File: src/sv/fpalu_pkg.sv
// ----------------------------------------------------------------------------
// fpalu_pkg
// Shared types, operation and status codes, and saturation helpers for the
// signed fixed-point ALU.
// ----------------------------------------------------------------------------
package fpalu_pkg;

    localparam int DATA_W        = 32;
    localparam int FRAC_BITS_DEF = 8;
    localparam int WORD_BITS_DEF = 32;

    // operation codes carried in req_type
    typedef enum logic [3:0] {
        OP_ADD, OP_SUB, OP_MUL, OP_DIV,
        OP_GT, OP_LT, OP_GE, OP_LE, OP_EQ, OP_NE,
        OP_MIN, OP_MAX, OP_INC, OP_DEC,
        OP_FROM_INT, OP_TO_INT
    } t_op;

    // status codes
    typedef enum logic [1:0] {
        ST_OK,
        ST_SAT,
        ST_DIVZ
    } t_status;

    // one result transaction
    typedef struct packed {
        logic signed [DATA_W-1:0] value;
        logic                     cmp;
        t_status                  st;
    } t_res;

    // clamp a wide signed value into the val_bits range
    function automatic t_res sat_signed(input logic signed [65:0] v,
                                        input int unsigned val_bits);
        logic signed [65:0] vmax;
        logic signed [65:0] vmin;
        t_res               r;
        vmax  = (66'sd1 <<< (val_bits - 1)) - 66'sd1;
        vmin  = -vmax - 66'sd1;
        r.cmp = 1'b0;
        r.st  = ST_OK;
        if (v > vmax) begin
            r.value = vmax[DATA_W-1:0];
            r.st    = ST_SAT;
        end else if (v < vmin) begin
            r.value = vmin[DATA_W-1:0];
            r.st    = ST_SAT;
        end else begin
            r.value = v[DATA_W-1:0];
        end
        return r;
    endfunction

    // apply a sign to an unsigned magnitude, then clamp
    function automatic t_res sat_mag(input logic [63:0] mag, input logic neg,
                                     input int unsigned val_bits);
        logic signed [65:0] v;
        v = $signed({2'b00, mag});
        if (neg) begin
            v = -v;
        end
        return sat_signed(v, val_bits);
    endfunction

endpackage

File: src/sv/fpalu_simple.sv
// ----------------------------------------------------------------------------
// fpalu_simple
// Combinational operations: add, sub, compares, min/max, inc/dec, integer
// conversions, divide-by-zero handling, and operand magnitudes.
// ----------------------------------------------------------------------------
module fpalu_simple #(
    parameter int FRAC_BITS = fpalu_pkg::FRAC_BITS_DEF,
    parameter int VAL_BITS  = fpalu_pkg::DATA_W
) (
    input  fpalu_pkg::t_op                     i_op,
    input  logic signed [fpalu_pkg::DATA_W-1:0] i_a,
    input  logic signed [fpalu_pkg::DATA_W-1:0] i_b,
    output fpalu_pkg::t_res                    o_res,
    output logic [fpalu_pkg::DATA_W-1:0]       o_mag_a,
    output logic [fpalu_pkg::DATA_W-1:0]       o_mag_b,
    output logic                               o_neg
);

    localparam int DW = fpalu_pkg::DATA_W;
    localparam logic signed [DW-1:0] VMAX = DW'((64'sd1 <<< (VAL_BITS - 1)) - 64'sd1);
    localparam logic signed [DW-1:0] VMIN = -VMAX - DW'(1);

    logic signed [65:0] wa;
    logic signed [65:0] wb;

    // wide operands for overflow-free sums
    assign wa = {{(66-DW){i_a[DW-1]}}, i_a};
    assign wb = {{(66-DW){i_b[DW-1]}}, i_b};

    // magnitudes and result sign for mul/div
    assign o_mag_a = i_a[DW-1] ? DW'(-i_a) : DW'(i_a);
    assign o_mag_b = i_b[DW-1] ? DW'(-i_b) : DW'(i_b);
    assign o_neg   = i_a[DW-1] ^ i_b[DW-1];

    // operation select
    always_comb begin
        o_res.value = '0;
        o_res.cmp   = 1'b0;
        o_res.st    = fpalu_pkg::ST_OK;
        case (i_op)
            fpalu_pkg::OP_ADD:      o_res = fpalu_pkg::sat_signed(wa + wb, VAL_BITS);
            fpalu_pkg::OP_SUB:      o_res = fpalu_pkg::sat_signed(wa - wb, VAL_BITS);
            fpalu_pkg::OP_INC:      o_res = fpalu_pkg::sat_signed(wa + 66'sd1, VAL_BITS);
            fpalu_pkg::OP_DEC:      o_res = fpalu_pkg::sat_signed(wa - 66'sd1, VAL_BITS);
            fpalu_pkg::OP_FROM_INT: o_res = fpalu_pkg::sat_signed(wa <<< FRAC_BITS,
                                                                  VAL_BITS);
            fpalu_pkg::OP_TO_INT:   o_res.value = i_a >>> FRAC_BITS;
            fpalu_pkg::OP_GT:       o_res.cmp = (i_a > i_b);
            fpalu_pkg::OP_LT:       o_res.cmp = (i_a < i_b);
            fpalu_pkg::OP_GE:       o_res.cmp = (i_a >= i_b);
            fpalu_pkg::OP_LE:       o_res.cmp = (i_a <= i_b);
            fpalu_pkg::OP_EQ:       o_res.cmp = (i_a == i_b);
            fpalu_pkg::OP_NE:       o_res.cmp = (i_a != i_b);
            fpalu_pkg::OP_MIN:      o_res.value = (i_a < i_b) ? i_a : i_b;
            fpalu_pkg::OP_MAX:      o_res.value = (i_a > i_b) ? i_a : i_b;
            fpalu_pkg::OP_DIV: begin
                // divide by zero resolves here; real quotients come later
                if (i_b == '0) begin
                    o_res.st = fpalu_pkg::ST_DIVZ;
                    if (i_a > 0) begin
                        o_res.value = VMAX;
                    end else if (i_a < 0) begin
                        o_res.value = VMIN;
                    end
                end
            end
            default: begin
                o_res.value = '0;
            end
        endcase
    end

endmodule

File: config.mk
export PLATFORM = sky130hd
export DESIGN_NAME = fpalu_simple
export DESIGN_NICKNAME = d
export VERILOG_FILES = /design/src/sv/fpalu_pkg.sv /design/src/sv/fpalu_simple.sv
export SDC_FILE = /design/constraint.sdc
export NUM_CORES = 1
export LEC_CHECK = 0
export ABC_AREA = 0
export ABC_CLOCK_PERIOD_IN_PS = 5300
export BUFFER_PORTS_ARGS = -buffer_cell sky130_fd_sc_hd__buf_2
export CORE_AREA = 2 2 136 138
export DETAILED_ROUTE_END_ITERATION = 7
export DIE_AREA = 0 0 138 140
export PLACE_DENSITY = 0.81
export SYNTH_ARGS = -nofsm -noshare
export SYNTH_HDL_FRONTEND = slang
export SYNTH_SLANG_ARGS = --single-unit
File: constraint.sdc
create_clock -name vclk -period 5.3
set_input_delay 1.06 -clock vclk [all_inputs]
set_output_delay 1.06 -clock vclk [all_outputs]
set_load 0.01 [all_outputs]
==> results.sh, run 1 <==
export IMPL_synth_fp_nets=1637
export IMPL_syn_area_per_cell_sq_um=6.47
export IMPL_grt_overflow=37
export IMPL_grt_use_total_pct=70.1
export IMPL_start_util_pct=54.5
export IMPL_synth_compound_area_share_pct=35.8
export IMPL_synthDistinctLibCells=93
export IMPL_place_ws_ns=-0.422
export IMPL_dpl_hpwl_mm=43.1
export IMPL_synth_top_cell_by_area="xnor2_1"
export IMPL_yosys_warnings=0
export IMPL_synth_most_common_cell="nor2_1"
export IMPL_endpoint_type="output port"
export IMPL_worst_endpoint="o_res[23]"
export IMPL_yosys_top_cells_area="xnor2_1 9.2%, ha_1 8.9%, a21oi_1 6.0%"
export IMPL_netlist_instances=1498
export IMPL_netlist_area_sq_um=9700
export IMPL_synth_top_area_share_pct=9.21
export IMPL_gp_congestion=1.23
export IMPL_tool_error="[ERROR GRT-0232] Routing congestion too high. Check the congestion heatmap in the GUI."
export IMPL_yosysSeqAreaShare_pct=0
export IMPL_failing_step="global routing"
export IMPL_die_x_microns=138
export IMPL_synth_xor_area_share_pct=10.7
export IMPL_grt_start_max_net_pins=32
export IMPL_synthTopCellsByCount="133 x nor2_1, 131 x nand2_1, 117 x a21oi_1"
export IMPL_yosys_area_share_simple_pct=30.8
export IMPL_synth_area_mux_share_pct=4.94
export IMPL_synthAdderAreaFrac_pct=9.63
export IMPL_rows=49
export IMPL_cts_hold_buf=0
export IMPL_status="did not finish"
export IMPL_portBuffers=168
export IMPL_ioPinCount=168
export IMPL_die_h_microns=140
export IMPL_synth_top_family_by_area="compound AO/OA/AOI/OAI gates"
[routing by layer]
metal / GRT overflow / GRT usage (%)
met5: 0 / 10.5
met4: 20 / 68.5
met3: 0 / 50.2
met2: 16 / 92.3
met1: 1 / 70.2
[per-stage QoR]
| step | utilization (%) | area, sq um | TNS [ns] | std cells |
|---|---|---|---|---|
| after floorplan | - | 9710 | 0 | 1498 |
| after global placement | 78.1 | 13900 | -4.55 | 2242 |
| after detailed placement | 78.1 | 13900 | -6.98 | 2242 |
| after CTS | 80.9 | 14400 | -0.0554 | 2249 |
[repair_timing]
action                     in CTS
resized for setup              97
setup endpoints to repair      31
setup buffers                   8
pin swaps                      40
[cell families after synthesis]
group,Yosys count
buffers and inverters,197
adder cells (fa/ha/maj),74
XOR/XNOR,119
AND/OR/NAND/NOR,560
multiplexers,46
AO/OA/AOI/OAI,502
==> inputs of run 2 (changes only) <==
--- a/config.mk
+++ b/config.mk
@@ -6,12 +6,12 @@
 export NUM_CORES = 1
 export LEC_CHECK = 0
 export ABC_AREA = 0
-export ABC_CLOCK_PERIOD_IN_PS = 5300
+export ABC_CLOCK_PERIOD_IN_PS = 6900
 export BUFFER_PORTS_ARGS = -buffer_cell sky130_fd_sc_hd__buf_2
-export CORE_AREA = 2 2 136 138
+export CORE_AREA = 2 2 159 161
 export DETAILED_ROUTE_END_ITERATION = 7
-export DIE_AREA = 0 0 138 140
-export PLACE_DENSITY = 0.81
+export DIE_AREA = 0 0 161 163
+export PLACE_DENSITY_LB_ADDON = 0.15
 export SYNTH_ARGS = -nofsm -noshare
 export SYNTH_HDL_FRONTEND = slang
 export SYNTH_SLANG_ARGS = --single-unit
==> constraint.sdc (replaced) <==
create_clock -name vclk -period 6.9
set_input_delay 1.38 -clock vclk [all_inputs]
set_output_delay 1.38 -clock vclk [all_outputs]
set_load 0.01 [all_outputs]
==> results.sh, run 2 <==
export IMPL_status="finished, final reports clean"
export IMPL_synth_top_area_share_pct=9.21
export IMPL_crit_chain="buf_2, inv_1, ha_2, or3b_1, nor4_1, buf_4, nand3_2, and4_1, o2111ai_1, nor4b_2, buf_4, o21bai_4, o211ai_1, a221o_1, or4_1, buf_2"
export IMPL_drtIter0Drc=1755
export IMPL_grt_start_max_net_pins=34
export IMPL_p_total_mw=1.01
export IMPL_placed_area_sq_um=11600
export IMPL_rsz0062_at_grt="false"
export IMPL_max_stage_delay_ns=0.56
export IMPL_start_util_pct=39.3
export IMPL_fin_crit_sh_pct=98.1
export IMPL_endpoint_kind="primary output"
export IMPL_critPathSlowestCell="or4_1"
export IMPL_wire_per_inst_microns=26.4
export IMPL_startpoint_type="input pin"
export IMPL_synth_fp_nets=1637
export IMPL_synthTopCellsByCount="133 x nor2_1, 131 x nand2_1, 117 x a21oi_1"
export IMPL_netlist_area_sq_um=9700
export IMPL_fmax_ghz=0.148
export IMPL_worstPathRequired_ns=5.52
export IMPL_finalHoldViolCount=0
export IMPL_worstHoldStart="i_a[0]"
export IMPL_synth_most_common_cell="nor2_1"
export IMPL_stdcell_area_sq_um=11600
export IMPL_min_period_ns=6.77
export IMPL_drive_gt1_share_pct=22.1
export IMPL_antenna_found_initial=0
export IMPL_synth_top_family_by_area="compound AO/OA/AOI/OAI gates"
export IMPL_syn2layout_area_growth_pct=19.5
export IMPL_synth_area_mux_share_pct=4.94
export IMPL_n_sequential_cell=0
export IMPL_utilization_pct=47.0
export IMPL_critPathArrivalTime_ns=5.39
export IMPL_syn_area_per_cell_sq_um=6.47
export IMPL_synthDistinctLibCells=93
export IMPL_portBuffers=168
export IMPL_p_per_area_nw_per_um2=86.9
export IMPL_final_common_cell="buf_2"
export IMPL_dr_total_vias=13400
export IMPL_setup_viol=0
export IMPL_diodes=0
export IMPL_path_max_fanout=8
export IMPL_p_leak_nw=4.84
export IMPL_p_clk_share_pct=0
export IMPL_swShare_pct=62.5
export IMPL_path_class="input pin to primary output"
export IMPL_tightest_slew_ns=1.10
export IMPL_yosys_top_cells_area="xnor2_1 9.2%, ha_1 8.9%, a21oi_1 6.0%"
export IMPL_antenna_left=0
export IMPL_worst_slack_ns=0.133
export IMPL_min_path_type="input pin to primary output"
export IMPL_yosys_area_share_simple_pct=30.8
export IMPL_yosys_warnings=0
export IMPL_p_int_mw=0.377
export IMPL_peakVddDrop_uv=43.0
export IMPL_route_detailed_drc=0
export IMPL_seqPwrFrac_pct=0
export IMPL_place_ws_ns=-0.0299
export IMPL_grt_use_total_pct=39.1
export IMPL_pwr_share_comb_pct=100.0
export IMPL_drt_first_pass_iters=8
export IMPL_grt_pass1_wl_mm=79.1
export IMPL_switchingPower_mw=0.630
export IMPL_die_h_microns=163
export IMPL_grt_pass1_vias=12400
export IMPL_critPathLaunch="i_a[1]"
export IMPL_dpl_hpwl_mm=43.5
export IMPL_yosysSeqAreaShare_pct=0
export IMPL_ioPinCount=168
export IMPL_drv_cap=0
export IMPL_grt_overflow=0
export IMPL_synthAdderAreaFrac_pct=9.63
export IMPL_gp_congestion=1.04
export IMPL_synth_compound_area_share_pct=35.8
export IMPL_nNetsFinal=1830
export IMPL_netlist_instances=1498
export IMPL_die_x_microns=161
export IMPL_core_sq_um=24700
export IMPL_seqCellArea_sq_um=0
export IMPL_dieArea_sq_um=26200
export IMPL_relSlewSlack_pct=26.8
export IMPL_drt_total_wl_mm=53.3
export IMPL_via_per_inst=6.63
export IMPL_rows=58
export IMPL_synth_xor_area_share_pct=10.7
export IMPL_slew_violations=0
export IMPL_final_cell_mix="168 x buf_2, 140 x buf_4, 132 x nor2_1, 131 x nand2_1, 116 x a21oi_1"
export IMPL_clkbuf_count=0
export IMPL_synth_top_cell_by_area="xnor2_1"
==> run 2: power groups by stage <==
stage | Combinational (mW) | Sequential, mW | Clock (mW)
floorplan | 0.580 | 0 | 0
global placement | 0.983 | 0 | 0
detailed placement | 0.978 | 0 | 0
CTS | 0.983 | 0 | 0
global route | 1.07 | 0 | 0
finish | 1.01 | 0 | 0
==> run 2: cell type report <==
cell class,instances,area (sq um)
multi-input combinational,1301,8930
tap,330,413
fill,2713,13100
inverter,77,289
timing repair buffer,311,1950
==> run 2: layer usage <==
| layer | share of wire (%) | global-route usage [%] | wire length, microns | vias to the layer above |
|---|---|---|---|---|
| met1 | 41 | 52.3 | 22000 | 6335 |
| met3 | 9.1 | 4.58 | 4850 | 151 |
| met2 | 44 | 64.2 | 23500 | 859 |
| li1 | - | - | - | 6035 |
| met4 | 5.5 | 15.5 | 2950 | 0 |
| met5 | 0 | 0 | 0 | - |
==> run 2: worst paths after layout <==
path | cells after the start | endpoint | slack, ns
hold / removal | 2 | o_mag_a[0] | 3.05
setup / recovery | 16 | o_res[11] | 0.13
==> run 2: cells by family (layout without fill, tap and decap cells) <==
family / after synthesis / in the layout
simple gates: 560 / 560
xor+xnor: 119 / 119
mux: 46 / 46
fa+ha+maj: 74 / 74
compound gates: 502 / 502
buf+inv: 197 / 388
==> run 2: what timing repair did <==
item                       in CTS  in global routing
hold buffers                    0                  0
setup buffers                   0                  0
gates resized for setup         1                  3
cloned                          0                  0
setup endpoints to repair       2                  7
==> run 2: stage by stage <==
step / setup TNS [ns] / hold slack [ns] / cells
2_1_floorplan: 0 / 2.81 / 1498
3_3_place_gp: 0 / 3.04 / 2019
3_5_place_dp: -0.0332 / 3.05 / 2019
4_1_cts: 0 / 3.05 / 2019
5_1_grt: 0 / 3.07 / 2019
6_report: 0 / 3.05 / 2019
==> run 2: critical path, delay by kind of cell <==
kind / cells / cell delay [ns]
AO/OA/AOI/OAI: 4 / 0.91
adder cells (fa/ha/maj): 1 / 0.33
buffers and inverters: 5 / 0.87
AND/OR/NAND/NOR: 6 / 1.89
Note: power is estimated with default switching activity, not from simulation.
==> inputs of run 3 (changes only) <==
--- a/config.mk
+++ b/config.mk
@@ -8,9 +8,9 @@
 export ABC_AREA = 0
 export ABC_CLOCK_PERIOD_IN_PS = 6900
 export BUFFER_PORTS_ARGS = -buffer_cell sky130_fd_sc_hd__buf_2
-export CORE_AREA = 2 2 159 161
+export CORE_AREA = 2 2 136 138
 export DETAILED_ROUTE_END_ITERATION = 7
-export DIE_AREA = 0 0 161 163
+export DIE_AREA = 0 0 138 140
 export PLACE_DENSITY_LB_ADDON = 0.15
 export SYNTH_ARGS = -nofsm -noshare
 export SYNTH_HDL_FRONTEND = slang
==> results.sh, run 3 (synthesis results as in run 2) <==
export IMPL_status="complete, but fails checks"
export IMPL_violations="design-rule violations"
export IMPL_die_h_microns=140
export IMPL_antenna_left=0
export IMPL_portBuffers=168
export IMPL_worst_slack_ns=0.140
export IMPL_critPathArrivalTime_ns=5.38
export IMPL_grt_use_total_pct=47.6
export IMPL_die_x_microns=138
export IMPL_antenna_found_initial=3
export IMPL_fin_crit_sh_pct=98.0
export IMPL_worstHoldStart="i_b[0]"
export IMPL_core_sq_um=17800
export IMPL_placed_area_sq_um=11100
export IMPL_drt_first_pass_iters=8
export IMPL_crit_top_cell="buf_4"
export IMPL_route_detailed_drc=4
export IMPL_relSlewSlack_pct=26.4
export IMPL_min_period_ns=6.76
export IMPL_p_leak_nw=4.63
export IMPL_min_path_type="input pin to primary output"
export IMPL_setup_viol=0
export IMPL_dr_total_vias=13600
export IMPL_place_ws_ns=0.143
export IMPL_utilization_pct=62.7
export IMPL_peakVddDrop_uv=54.1
export IMPL_fin_tns_setup_ns=0
export IMPL_grt_overflow=0
export IMPL_dieArea_sq_um=19300
export IMPL_drv_cap=0
export IMPL_syn2layout_area_growth_pct=14.9
export IMPL_endpoint_kind="primary output"
export IMPL_crit_chain="buf_2, buf_4, inv_1, ha_1, or3b_1, or4_1, xor2_1, nor4_1, buf_4, o2111ai_1, nor4b_2, o21bai_4, buf_4, and3_1, o2111ai_1, buf_2"
export IMPL_drtIter0Drc=2370
export IMPL_slew_violations=0
export IMPL_grt_start_max_net_pins=49
export IMPL_fmax_ghz=0.148
export IMPL_crit_buf_inv=6
export IMPL_cts_setup_buffers=0
export IMPL_final_cells=1878
export IMPL_grt_pass1_wl_mm=73.6
export IMPL_wire_per_inst_microns=26.0
export IMPL_p_per_area_nw_per_um2=87.5
export IMPL_final_common_cell="buf_2"
export IMPL_n_fill_cell=1732
export IMPL_grt_pass1_vias=12500
export IMPL_stdcell_area_sq_um=11100
export IMPL_hold_ws_ns=3.05
export IMPL_max_stage_delay_ns=0.56
export IMPL_nNetsFinal=1789
export IMPL_seqCellArea_sq_um=0
export IMPL_cts_hold_buf=0
export IMPL_rows=49
export IMPL_p_total_mw=0.975
export IMPL_n_sequential_cell=0
export IMPL_dpl_hpwl_mm=38.7
export IMPL_startpoint_type="input pin"
export IMPL_path_max_fanout=19
export IMPL_gp_congestion=1.06
export IMPL_worstPathRequired_ns=5.52
export IMPL_dp_cells=1877
export IMPL_ioPinCount=168
export IMPL_multiInputGateArea_sq_um=8930
export IMPL_via_per_inst=7.24
export IMPL_path_delay_family="simple AND/OR/NAND/NOR gates"
export IMPL_critPathSlowestCell="or4_1"
export IMPL_clkbuf_count=0
export IMPL_drt_total_wl_mm=48.8
export IMPL_tightest_slew_ns=1.10
export IMPL_final_cell_mix="168 x buf_2, 132 x nor2_1, 131 x nand2_1, 115 x a21oi_1, 102 x xnor2_1"
export IMPL_critPathLaunch="i_a[0]"
export IMPL_path_class="input pin to primary output"
export IMPL_start_util_pct=54.5
export IMPL_finalHoldViolCount=0
export IMPL_drive_gt1_share_pct=20.2
==> run 3: final cells by class <==
cell class	count	share of cell area (%)
Multi-Input combinational cell	1301	80.2
Timing Repair Buffer	270	14.6
Inverter	77	2.59
Tap cell	229	2.57
Antenna cell	1	0.0225
==> run 3: layer usage <==
layer | up-vias | track usage (%) | routed length, microns
met3 | 262 | 10.1 | 6780
met1 | 6143 | 61.9 | 18200
met5 | - | 0 | 13
met2 | 1226 | 72.8 | 20100
li1 | 5970 | - | -
met4 | 2 | 27.2 | 3720
==> run 3: path summary, 6_finish.rpt <==
| path | end | slack, ns | cells after the start |
|---|---|---|---|
| hold / removal | o_mag_b[0] | 3.05 | 2 |
| setup / recovery | o_res[29] | 0.14 | 16 |
==> run 3: timing repair <==
action | in CTS | in global routing
setup endpoints to repair | 0 | 20
hold endpoints to repair | 0 | 0
gates resized for setup | 0 | 5
==> run 3: report_power, final <==
part	internal, mW	switching [mW]
clock network	-0.00000000000000148	0
logic	0.359	0.617
registers	0	0
